[config.mk]
export PLATFORM = sky130hd
export DESIGN_NAME = lfu_page_replacement
export DESIGN_NICKNAME = d
export VERILOG_FILES = /design/src/design/lfup_pkg.sv /design/src/design/lfu_page_replacement.sv /design/src/design/lfup_cell.sv
export SDC_FILE = /design/constraint.sdc
export NUM_CORES = 2
export LEC_CHECK = 0
export ABC_AREA = 1
export BUFFER_PORTS_ARGS = -buffer_cell sky130_fd_sc_hd__buf_2
export CAP_MARGIN = 5
export CORE_MARGIN = 1.5
export CORE_UTILIZATION = 40
export DETAILED_ROUTE_END_ITERATION = 7
export SYNTH_ARGS = -nofsm -noshare
export SYNTH_HDL_FRONTEND = slang
export SYNTH_SLANG_ARGS = --single-unit
[constraint.sdc]
create_clock -name clk -period 5 [get_ports clk]
set_clock_uncertainty 0.1 [all_clocks]
set_input_delay 0.25 -clock clk [delete_from_list [all_inputs] [get_ports clk]]
set_output_delay 0.25 -clock clk [all_outputs]
set_load 0.01 [all_outputs]
[src/design/lfup_pkg.sv]
// Shared constants for the LFU page replacement block.
package lfup_pkg;

  localparam int PAGE_W  = 8;
  localparam int SLOT_W  = 3;
  localparam int FAULT_W = 16;
  localparam int CFG_W   = 4;

  localparam logic [CFG_W-1:0]   CFG_RESET = 4'd8;
  localparam logic [FAULT_W-1:0] FAULT_MAX = 16'hFFFF;

endpackage

[src/design/lfu_page_replacement.sv]
// Top level of the LFU page replacement block with LRU tie-break.
//
// Usage:
//   s_tvalid/s_tready/s_tdata carry page references, one byte each.
//   m_tvalid/m_tready/m_tdata/m_tuser carry one result per reference:
//   m_tuser is the hit flag, m_tdata holds slot, eviction info and the
//   running fault total.
//   cfg_valid/cfg_ready/cfg_data write the active frame count; cfg_ready
//   is always high. Write it only while no reference is in flight.
// Timing:
//   A reference travels down a chain of NUM_FRAMES cells, one cell per
//   cycle; each cell does the hit compare and one victim compare.
//   The result is captured as the beat leaves the last cell and moves to
//   the output register once that register is free; the next reference
//   is accepted only after that move. The table is updated as the beat
//   leaves the last cell.
// Reset: all frames empty, access time and fault count zero, active
//   frame count 8. No clearing pass is needed.
// Stall: a result waits in the output register while m_tready is low;
//   a new reference is taken meanwhile but its result holds until the
//   previous one has been taken.
module lfu_page_replacement #(
  parameter int NUM_FRAMES = 8,
  parameter int COUNT_BITS = 16,
  parameter int TIME_BITS  = 32
) (
  input  logic                         clk,
  input  logic                         rst,
  input  logic                         s_tvalid,
  output logic                         s_tready,
  input  logic [7:0]                   s_tdata,   // [7:0] page
  output logic                         m_tvalid,
  input  logic                         m_tready,
  output logic [31:0]                  m_tdata,   // [2:0] slot, [3] evicted_valid,
                                                  // [11:4] evicted_page,
                                                  // [27:12] fault_total, [31:28] zero
  output logic                         m_tuser,   // [0] hit
  input  logic                         cfg_valid,
  output logic                         cfg_ready,
  input  logic [lfup_pkg::CFG_W-1:0]   cfg_data
);

  localparam int IDX_W = (NUM_FRAMES > 1) ? $clog2(NUM_FRAMES) : 1;
  localparam logic [TIME_BITS-1:0] TIME_MAX = '1;

  localparam logic [1:0] ST_IDLE = 2'd0;
  localparam logic [1:0] ST_SCAN = 2'd1;
  localparam logic [1:0] ST_HOLD = 2'd2;

  logic [1:0] state;
  logic [1:0] state_next;

  logic [lfup_pkg::CFG_W-1:0]   active_frames;
  logic [TIME_BITS-1:0]         access_time;
  logic [lfup_pkg::FAULT_W-1:0] fault_count;
  logic [lfup_pkg::FAULT_W-1:0] fault_next;

  // pending result
  logic                         res_hit;
  logic [lfup_pkg::SLOT_W-1:0]  res_slot;
  logic                         res_ev_valid;
  logic [lfup_pkg::PAGE_W-1:0]  res_ev_page;
  logic [lfup_pkg::FAULT_W-1:0] res_fault;

  // search chain, stage k feeds cell k
  logic                        ch_valid      [NUM_FRAMES+1];
  logic [lfup_pkg::PAGE_W-1:0] ch_page       [NUM_FRAMES+1];
  logic                        ch_found      [NUM_FRAMES+1];
  logic [IDX_W-1:0]            ch_found_idx  [NUM_FRAMES+1];
  logic                        ch_best_set   [NUM_FRAMES+1];
  logic                        ch_best_valid [NUM_FRAMES+1];
  logic [COUNT_BITS-1:0]       ch_best_uses  [NUM_FRAMES+1];
  logic [TIME_BITS-1:0]        ch_best_last  [NUM_FRAMES+1];
  logic [IDX_W-1:0]            ch_best_idx   [NUM_FRAMES+1];
  logic [lfup_pkg::PAGE_W-1:0] ch_best_page  [NUM_FRAMES+1];

  logic                        s_beat;
  logic                        tail_valid;
  logic                        tail_hit;
  logic [IDX_W-1:0]            tail_idx;
  logic                        out_free;

  assign s_tready  = (state == ST_IDLE);
  assign s_beat    = s_tvalid && s_tready;
  assign cfg_ready = 1'b1;
  assign out_free  = !m_tvalid || m_tready;

  assign ch_valid[0]      = s_beat;
  assign ch_page[0]       = s_tdata[lfup_pkg::PAGE_W-1:0];
  assign ch_found[0]      = 1'b0;
  assign ch_found_idx[0]  = '0;
  assign ch_best_set[0]   = 1'b0;
  assign ch_best_valid[0] = 1'b0;
  assign ch_best_uses[0]  = '0;
  assign ch_best_last[0]  = '0;
  assign ch_best_idx[0]   = '0;
  assign ch_best_page[0]  = '0;

  assign tail_valid = ch_valid[NUM_FRAMES];
  assign tail_hit   = ch_found[NUM_FRAMES];
  assign tail_idx   = tail_hit ? ch_found_idx[NUM_FRAMES] : ch_best_idx[NUM_FRAMES];

  for (genvar i = 0; i < NUM_FRAMES; i++) begin : g_cell
    lfup_cell #(
      .IDX_W      (IDX_W),
      .COUNT_BITS (COUNT_BITS),
      .TIME_BITS  (TIME_BITS),
      .CELL_IDX   (i)
    ) u_cell (
      .clk            (clk),
      .rst            (rst),
      .active         ((i == 0) || (32'(active_frames) > i)),
      .in_valid       (ch_valid[i]),
      .in_page        (ch_page[i]),
      .in_found       (ch_found[i]),
      .in_found_idx   (ch_found_idx[i]),
      .in_best_set    (ch_best_set[i]),
      .in_best_valid  (ch_best_valid[i]),
      .in_best_uses   (ch_best_uses[i]),
      .in_best_last   (ch_best_last[i]),
      .in_best_idx    (ch_best_idx[i]),
      .in_best_page   (ch_best_page[i]),
      .out_valid      (ch_valid[i+1]),
      .out_page       (ch_page[i+1]),
      .out_found      (ch_found[i+1]),
      .out_found_idx  (ch_found_idx[i+1]),
      .out_best_set   (ch_best_set[i+1]),
      .out_best_valid (ch_best_valid[i+1]),
      .out_best_uses  (ch_best_uses[i+1]),
      .out_best_last  (ch_best_last[i+1]),
      .out_best_idx   (ch_best_idx[i+1]),
      .out_best_page  (ch_best_page[i+1]),
      .upd_en         (tail_valid),
      .upd_idx        (tail_idx),
      .upd_hit        (tail_hit),
      .upd_page       (ch_page[NUM_FRAMES]),
      .upd_time       (access_time)
    );
  end

  assign fault_next = (tail_hit || (fault_count == lfup_pkg::FAULT_MAX)) ?
                      fault_count : fault_count + 1'b1;

  always_comb begin
    state_next = state;
    case (state)
      ST_IDLE: begin
        if (s_beat) begin
          state_next = ST_SCAN;
        end
      end
      ST_SCAN: begin
        if (tail_valid) begin
          state_next = ST_HOLD;
        end
      end
      ST_HOLD: begin
        if (out_free) begin
          state_next = ST_IDLE;
        end
      end
      default: begin
        state_next = ST_IDLE;
      end
    endcase
  end

  always_ff @(posedge clk) begin
    if (rst) begin
      state         <= ST_IDLE;
      active_frames <= lfup_pkg::CFG_RESET;
      access_time   <= '0;
      fault_count   <= '0;
      m_tvalid      <= 1'b0;
    end else begin
      state <= state_next;
      if (cfg_valid && cfg_ready) begin
        active_frames <= cfg_data;
      end
      if (tail_valid) begin
        fault_count <= fault_next;
        if (access_time != TIME_MAX) begin
          access_time <= access_time + 1'b1;
        end
      end
      if (state == ST_HOLD && out_free) begin
        m_tvalid <= 1'b1;
      end else if (m_tready) begin
        m_tvalid <= 1'b0;
      end
    end
  end

  // capture the result as the beat leaves the chain
  always_ff @(posedge clk) begin
    if (tail_valid) begin
      res_hit      <= tail_hit;
      res_slot     <= lfup_pkg::SLOT_W'(tail_idx);
      res_ev_valid <= !tail_hit && ch_best_valid[NUM_FRAMES];
      res_ev_page  <= (!tail_hit && ch_best_valid[NUM_FRAMES]) ?
                      ch_best_page[NUM_FRAMES] : '0;
      res_fault    <= fault_next;
    end
  end

  always_ff @(posedge clk) begin
    if (state == ST_HOLD && out_free) begin
      m_tuser <= res_hit;
      m_tdata <= {4'b0000, res_fault, res_ev_page, res_ev_valid, res_slot};
    end
  end

  // a beat leaves the chain only while a search is outstanding
  assert property (@(posedge clk) disable iff (rst) tail_valid |-> state == ST_SCAN)
    else $error("search beat left the chain outside a scan");

  // hits never report an eviction
  assert property (@(posedge clk) disable iff (rst) (m_tvalid && m_tuser) |-> !m_tdata[3])
    else $error("hit result carries an eviction");

  // the fault count never goes down
  assert property (@(posedge clk) disable iff (rst)
    !$past(rst) |-> fault_count >= $past(fault_count))
    else $error("fault count decreased");

  // time advances once per finished reference until it saturates
  assert property (@(posedge clk) disable iff (rst)
    (tail_valid && access_time != TIME_MAX) |=> access_time == $past(access_time) + 1'b1)
    else $error("access time did not advance");

endmodule

[src/design/lfup_cell.sv]
// One frame of the replacement table plus its stage of the search chain.
module lfup_cell #(
  parameter int IDX_W      = 3,
  parameter int COUNT_BITS = 16,
  parameter int TIME_BITS  = 32,
  parameter int CELL_IDX   = 0
) (
  input  logic                        clk,
  input  logic                        rst,
  input  logic                        active,
  // search beat from the previous cell
  input  logic                        in_valid,
  input  logic [lfup_pkg::PAGE_W-1:0] in_page,
  input  logic                        in_found,
  input  logic [IDX_W-1:0]            in_found_idx,
  input  logic                        in_best_set,
  input  logic                        in_best_valid,
  input  logic [COUNT_BITS-1:0]       in_best_uses,
  input  logic [TIME_BITS-1:0]        in_best_last,
  input  logic [IDX_W-1:0]            in_best_idx,
  input  logic [lfup_pkg::PAGE_W-1:0] in_best_page,
  // search beat to the next cell
  output logic                        out_valid,
  output logic [lfup_pkg::PAGE_W-1:0] out_page,
  output logic                        out_found,
  output logic [IDX_W-1:0]            out_found_idx,
  output logic                        out_best_set,
  output logic                        out_best_valid,
  output logic [COUNT_BITS-1:0]       out_best_uses,
  output logic [TIME_BITS-1:0]        out_best_last,
  output logic [IDX_W-1:0]            out_best_idx,
  output logic [lfup_pkg::PAGE_W-1:0] out_best_page,
  // table update broadcast
  input  logic                        upd_en,
  input  logic [IDX_W-1:0]            upd_idx,
  input  logic                        upd_hit,
  input  logic [lfup_pkg::PAGE_W-1:0] upd_page,
  input  logic [TIME_BITS-1:0]        upd_time
);

  localparam logic [IDX_W-1:0]      MY_IDX   = IDX_W'(CELL_IDX);
  localparam logic [COUNT_BITS-1:0] USES_MAX = '1;

  logic                        valid;
  logic [lfup_pkg::PAGE_W-1:0] page;
  logic [COUNT_BITS-1:0]       uses;
  logic [TIME_BITS-1:0]        last_use;

  logic                  match;
  logic [COUNT_BITS-1:0] eff_uses;
  logic                  better;
  logic                  take;

  assign match    = active && valid && (page == in_page) && !in_found;
  assign eff_uses = valid ? uses : '0;

  always_comb begin
    if (eff_uses != in_best_uses) begin
      better = eff_uses < in_best_uses;
    end else if (valid != in_best_valid) begin
      better = !valid;
    end else if (!valid) begin
      better = 1'b0;
    end else begin
      better = last_use < in_best_last;
    end
  end

  assign take = active && (!in_best_set || better);

  always_ff @(posedge clk) begin
    if (rst) begin
      out_valid <= 1'b0;
    end else begin
      out_valid <= in_valid;
    end
  end

  always_ff @(posedge clk) begin
    out_page      <= in_page;
    out_found     <= in_found || match;
    out_found_idx <= match ? MY_IDX : in_found_idx;
    out_best_set  <= in_best_set || take;
    if (take) begin
      out_best_valid <= valid;
      out_best_uses  <= eff_uses;
      out_best_last  <= last_use;
      out_best_idx   <= MY_IDX;
      out_best_page  <= page;
    end else begin
      out_best_valid <= in_best_valid;
      out_best_uses  <= in_best_uses;
      out_best_last  <= in_best_last;
      out_best_idx   <= in_best_idx;
      out_best_page  <= in_best_page;
    end
  end

  always_ff @(posedge clk) begin
    if (rst) begin
      valid <= 1'b0;
    end else if (upd_en && (upd_idx == MY_IDX) && !upd_hit) begin
      valid <= 1'b1;
    end
  end

  always_ff @(posedge clk) begin
    if (upd_en && (upd_idx == MY_IDX)) begin
      last_use <= upd_time;
      if (upd_hit) begin
        if (uses != USES_MAX) begin
          uses <= uses + 1'b1;
        end
      end else begin
        page <= upd_page;
        uses <= COUNT_BITS'(1);
      end
    end
  end

endmodule

# == After elaboration in Yosys (flattened, before gate mapping) ==
# Cells that the tools add are included.
# op_classes
eq_ne,52
order_cmp,21
n_reduce_logical,94
bitwise,1
muxes,71
n_addsub,10
# ops
operator,count
$mux W16,22
$lt A32 B32 Y1,7
$mux W32,6
$add A16 B1 Y16 const B,9
$ne A16 B16 Y1 const B,8
$lt A16 B16 Y1,7
$ne A16 B16 Y1,7
$eq A8 B8 Y1,8
$mux W8,7
$logic_and A1 B1 Y1,48
$reduce_and A2 Y1,17
$add A32 B1 Y32 const B,1
$ne A32 B32 Y1 const B,1
$mux W1,31
$ne A2 B2 Y1 const B,9
$eq A16 B16 Y1 const B,1
$gt A4 B3 Y1 const B,4
$logic_not A1 Y1,16
$eq A3 B3 Y1 const B,4
$logic_or A1 B1 Y1,9
$gt A4 B2 Y1 const B,2
$ne A1 B1 Y1,7
$eq A3 B2 Y1 const B,2
$mux W2,3
12 further kinds,13
# totals
word_cells,361
output_inout_bits,36
in_bits,17
reg_bits,1091

# == Logic depth before layout (Yosys ltp) ==
# depth
ltp_word,6
mapped_depth,20
mapped_depth_nobuf,18

# == Modules after synthesis ==
# Synthesis repeated with hierarchy kept, for this count alone.
# unflattened
hier_cells,6027
hier_area_um2,53292.4
# by_module_without_submodules
mod,n_inst,cells_per_inst,seq_area_each_um2,area_per_inst_um2
lfup_cell at g_cell[1].u_cell ...,2,664,3183.1,5914.4
lfup_cell at g_cell[3].u_cell,1,683,3183.1,6084.6
lfup_cell at g_cell[7].u_cell,1,664,3183.1,6014.5
lfup_cell at g_cell[5].u_cell,1,667,3183.1,5995.8
lfup_cell at g_cell[6].u_cell,1,661,3183.1,5965.7
lfup_cell at g_cell[0].u_cell,1,664,3183.1,5919.4
lfup_cell at g_cell[4].u_cell,1,665,3183.1,5918.2
lfu_page_replacement,1,695,2842.7,5565.3

# == Worst setup path after synthesis ==
# Ideal clock, no wire load.
# synth_timing
path_type,register to register
from,register g_cell[7].u_cell.out_valid
to,register g_cell[6].u_cell.uses[0] (enable)
t_arrival_ns,4.048
required_time_ns,4.501
setup_ns,0.399
setup_slack_ns,0.454
path_stages_with_launch,8
period_less_slack_ns,4.546
path_buffers,1
path_cell_list,dfxtp_1 clkbuf_1 inv_1 nor2_1 inv_1 nor2_1 inv_1 a31oi_1
# synth_via
elab_chain_cells,2
# synth_lines
item,line_no,rtl
"start, declared",lfup_cell.sv:23,"output logic out_valid,"
"start signal, assigned",lfup_cell.sv:75,out_valid <= in_valid;
$logic_and A1 B1 Y1,lfup_cell.sv:108,if (upd_en && (upd_idx == MY_IDX)) begin
$reduce_and A2 Y1 (no line),--,
"end signal, assigned",lfup_cell.sv:112,uses <= uses + 1'b1;
"end, declared",lfup_cell.sv:46,logic [COUNT_BITS-1:0] uses;
# No other way between the ends.
# A chain may end at the register's enable or synchronous reset.

# == Worst setup path after layout ==
# layout_timing
from,register g_cell[6].u_cell.valid
to,register g_cell[6].u_cell.out_best_last[6]
# layout_via
elab_chain_cells,5
word_cells_on_any_way,10
cone_classes,1 x order compare; 2 x eq/ne; 5 x mux; 2 x reduce/logical
# layout_lines
item,line_no,rtl
"start, declared",lfup_cell.sv:44,logic valid;
"start signal, assigned",lfup_cell.sv:101,valid <= 1'b0;
"start signal, assigned",lfup_cell.sv:103,valid <= 1'b1;
"$mux W16, or another cell as far along",lfup_cell.sv:55,assign eff_uses = valid ? uses : '0;
"$lt A16 B16 Y1, or another cell as far along",lfup_cell.sv:59,better = eff_uses < in_best_uses;
$mux W1 *,lfup_cell.sv:58,if (eff_uses != in_best_uses) begin
$logic_and A1 B1 Y1 *,lfup_cell.sv:69,assign take = active && (!in_best_set || better);
$mux W32 *,lfup_cell.sv:84,if (take) begin
"end signal, assigned",lfup_cell.sv:87,out_best_last <= last_use;
"end signal, assigned",lfup_cell.sv:93,out_best_last <= in_best_last;
"end, declared",lfup_cell.sv:30,"output logic [TIME_BITS-1:0] out_best_last,"
# Mark *: on every way between the ends. The rest lies on a longest branch, timed or not.

==> results.py <==
metrics = {
    "floorplanning": {
        "io_pins": 53,
        "die_h_um": 349.0,
        "core_area_mm2": 0.1184,
        "num_rows": 126,
        "start_util": 0.4045,
        "die-area_mm2": 0.1218,
        "die_w_um": 349.0,
    },
    "timing": {
        "slew_headroom": 0.2139,
        "max_freq_mhz": 262.3,
        "post-route-min-period_ns": 3.812,
        "setup_viol": 0,
        "fin_crit_sh": 0.7624,
        "layout_setup_ws_ns": 1.188,
        "rsz0062_at_grt": "false",
        "max_slew.worst_pin.slew_ns": 1.175,
        "setup_tns_ns": 0,
        "final_max_slew_viol_count": 0,
        "hold_viol": 0,
    },
    "place": {
        "io_buffers": 47,
        "hpwl_um": 79050,
        "globalplace.congestion": 0.8604,
        "place_ws_ns": 1.205,
    },
    "yosys": {
        "synthArstFlopShare": 0,
        "yosysUniqueCellTypes": 47,
        "synth_ff_type": "dfxtp_1",
        "netlist_top_cells_count": "nand2_1, inv_1, dfxtp_1",
        "syn_area_mm2": 0.04790,
        "syn_inst": 5228,
        "yosysMostFrequentCell": "nand2_1",
        "synth_edf_count": 506,
        "yosysWarnings": 0,
        "avgSynthCellArea_um2": 9.161,
        "synth-seq-cells": 1091,
        "yosys.area.top_type_share": 0.3172,
        "yosysTopAreaCell": "edfxtp_1",
        "ys_top_cells_by_area": "edfxtp_1, dfxtp_1, nand2_1",
        "ys_seq_area_frac": 0.5618,
    },
    "power_and_ir_drop": {
        "power_w": 0.01854,
        "comb_power_share": 0.033,
        "pwr_density_cell_mw_per_mm2": 345.6,
        "p_clk_frac": 0.453,
        "sequentialPowerShare": 0.514,
        "swShare": 0.2136,
        "vdd_ir_drop_max_v": 0.0002579,
        "p_leak_nw": 24.54,
        "power_report.internal_total_w": 0.01458,
        "p_sw_w": 0.003961,
    },
    "clock_tree": {
        "cts_hold_buf": 16,
        "cts_buffer_depth": 3,
        "post_cts_buffers": 0,
        "cts_tree": "done",
        "cts_htree_levels": 3,
        "numClockSinks": 1091,
        "clk_latency_ns": 0.69,
        "path_clk_slew_ns": 0.06,
        "cts_resized": 0,
        "cts_inserted_buffers": 110,
        "cts_root_buf": "clkbuf_16",
    },
    "global_route": {
        "antenna_found_initial": 3,
        "grt_start_max_net_pins": 60,
        "grt_usage": 0.1790,
        "overflow": 0,
        "grt_pass1_wl_um": 173900,
        "grt_pass1_vias": 32410,
    },
    "worst_setup_path": {
        "regToRegEndpoint": "g_cell[6].u_cell.out_best_last[6]",
        "crit_path_max_fanout": 58,
        "path_class": "register to register",
        "cp.required_ns": 5.47,
        "crit_arrival_ns": 4.28,
        "path_cells": "nand2_1, inv_1, ha_1, nand2_1, inv_2, nand3_1, nor2_1, inv_1, nor4_1, nand2_2, buf_4, nand2_2, buf_4, nand2_1, nand2_1",
        "cp_top_family": "simple AND/OR/NAND/NOR gates",
        "rr_worst_depth": 15,
        "r2r_slack_ns": 1.19,
        "crit_start": "g_cell[6].u_cell.valid",
        "worst_setup_path_end_kind": "register",
        "start_kind": "register",
        "crit_path_top_delay_cell": "dfxtp_1",
        "crit_buf_inv": 5,
        "cpPeakStageDelay_ns": 0.78,
        "crit_cells": 15,
        "r2r_start": "g_cell[6].u_cell.valid",
        "critPathMostFrequentCell": "nand2_1",
    },
    "finish": {
        "syn_to_final_growth_pct": 12.03,
        "multiInputGateArea_mm2": 0.01729,
        "nets": 5639,
        "fin_util": 0.4532,
        "seq_area_mm2": 0.02691,
        "drive_gt1_frac": 0.06209,
        "nFillCells": 11240,
    },
    "worst_hold_path": {
        "holdPathEnd": "g_cell[0].u_cell.out_page[2]",
        "min-delay-start": "s_tdata[2]",
        "hp-class": "input pin to register",
        "hold_depth": 2,
    },
    "detailed_routing": {
        "viasPerCell": 4.804,
        "dr.pass1.iters": 7,
        "routedWlPerCell_um": 15.67,
        "antenna_left": 0,
        "vias": 33530,
        "drc": 0,
        "first_iter_violations": 2256,
        "routed_wl_um": 109400,
    },
    "flow_run": {
        "drv_cap": 0,
    },
    "outcome": {
        "status": "finished clean",
    },
}
-- power by group through the flow --
stage                     sequential, W  combinational [W]  clock, W
after detailed placement        0.00972           0.000594         0
after global placement          0.00972           0.000583         0
after global routing            0.00954           0.000688   0.00894
after CTS                       0.00953           0.000608   0.00861
after floorplan                 0.00968           0.000430         0
final                           0.00953           0.000604   0.00841
-- state kept, by name (all words and copies together) (netlist names), 16 cells and up --
| name | count |
|---|---|
| access_time | 32 |
| fault_count | 16 |
| g_cell.u_cell.last_use | 256 |
| g_cell.u_cell.out_best_idx | 17 |
| g_cell.u_cell.out_best_last | 224 |
| g_cell.u_cell.out_best_page | 64 |
| g_cell.u_cell.out_best_uses | 112 |
| g_cell.u_cell.out_found_idx | 17 |
| g_cell.u_cell.out_page | 64 |
| g_cell.u_cell.page | 64 |
| g_cell.u_cell.uses | 128 |
| m_tdata | 28 |
| res_fault | 16 |
-- how the worst max path moves through the flow --
stage,to,slack (ns)
final,g_cell[6].u_cell.out_best_last[6],1.19
after global routing,g_cell[6].u_cell.out_best_last[4],0.91
after CTS,g_cell[6].u_cell.out_best_last[6],1.19
after detailed placement,g_cell[6].u_cell.out_best_last[6],1.20
after global placement,g_cell[6].u_cell.out_best_last[2],1.27
after floorplan,g_cell[6].u_cell.uses[0],0.45
-- area by class of cell --
type                            instances  share of cell area
Sequential cell                      1091              0.5015
Multi-Input combinational cell       3174              0.3222
Antenna cell                            1          0.00004664
Tap cell                             1600             0.03731
Inverter                              804             0.05624
Clock inverter                         51             0.01024
Timing Repair Buffer                  102             0.01306
Clock buffer                          157             0.05941
-- kinds of logic after synthesis --
family,after synthesis,synth area share
compound gates,500,0.05635
other cells,2,0.0001568
xor+xnor,67,0.01225
buf+inv,966,0.08007
fa+ha+maj,339,0.08856
simple gates,2263,0.2009
flops,1091,0.5618
-- through the flow --
step	cells	cell area (um2)	hold slack, ns
4_1_cts	6979	53660	0.09656
3_3_place_gp	6755	49760	0.2239
5_1_grt	6979	53660	0.1206
3_5_place_dp	6755	49760	0.2269
6_report	6980	53660	0.1395
2_1_floorplan	5231	47910	0.1777
-- cell usage in the layout, fill, tap and decap left out, types with 8 or more instances in the layout --
master,count
nor2_2,10
nor3b_1,13
bufinv_16,10
a31oi_1,12
buf_2,47
nand2_1,1323
nand3_1,443
xnor2_1,10
buf_4,38
nand4_1,54
nor2_4,8
o211ai_1,8
nor4_1,23
xor2_1,57
nand2_2,16
nor2_1,250
clkinv_1,9
dlygate4sd3_1,16
clkinv_2,20
nor3_1,81
clkbuf_16,117
dfxtp_1,583
inv_2,10
edfxtp_1,506
ha_1,339
or2_2,12
inv_1,794
clkbuf_1,29
a21oi_1,277
o21a_1,31
o21ai_0,133
clkbuf_8,11
-- metal layers --
layer,global-route usage,vias to the layer above,wire length [um]
met3,0.02023,164,4331
met2,0.2820,628,47880
met5,0,-,0
li1,-,17150,-
met4,0.05643,0,2971
met1,0.2568,15590,54210
Note: power is estimated with default switching activity, not from simulation.
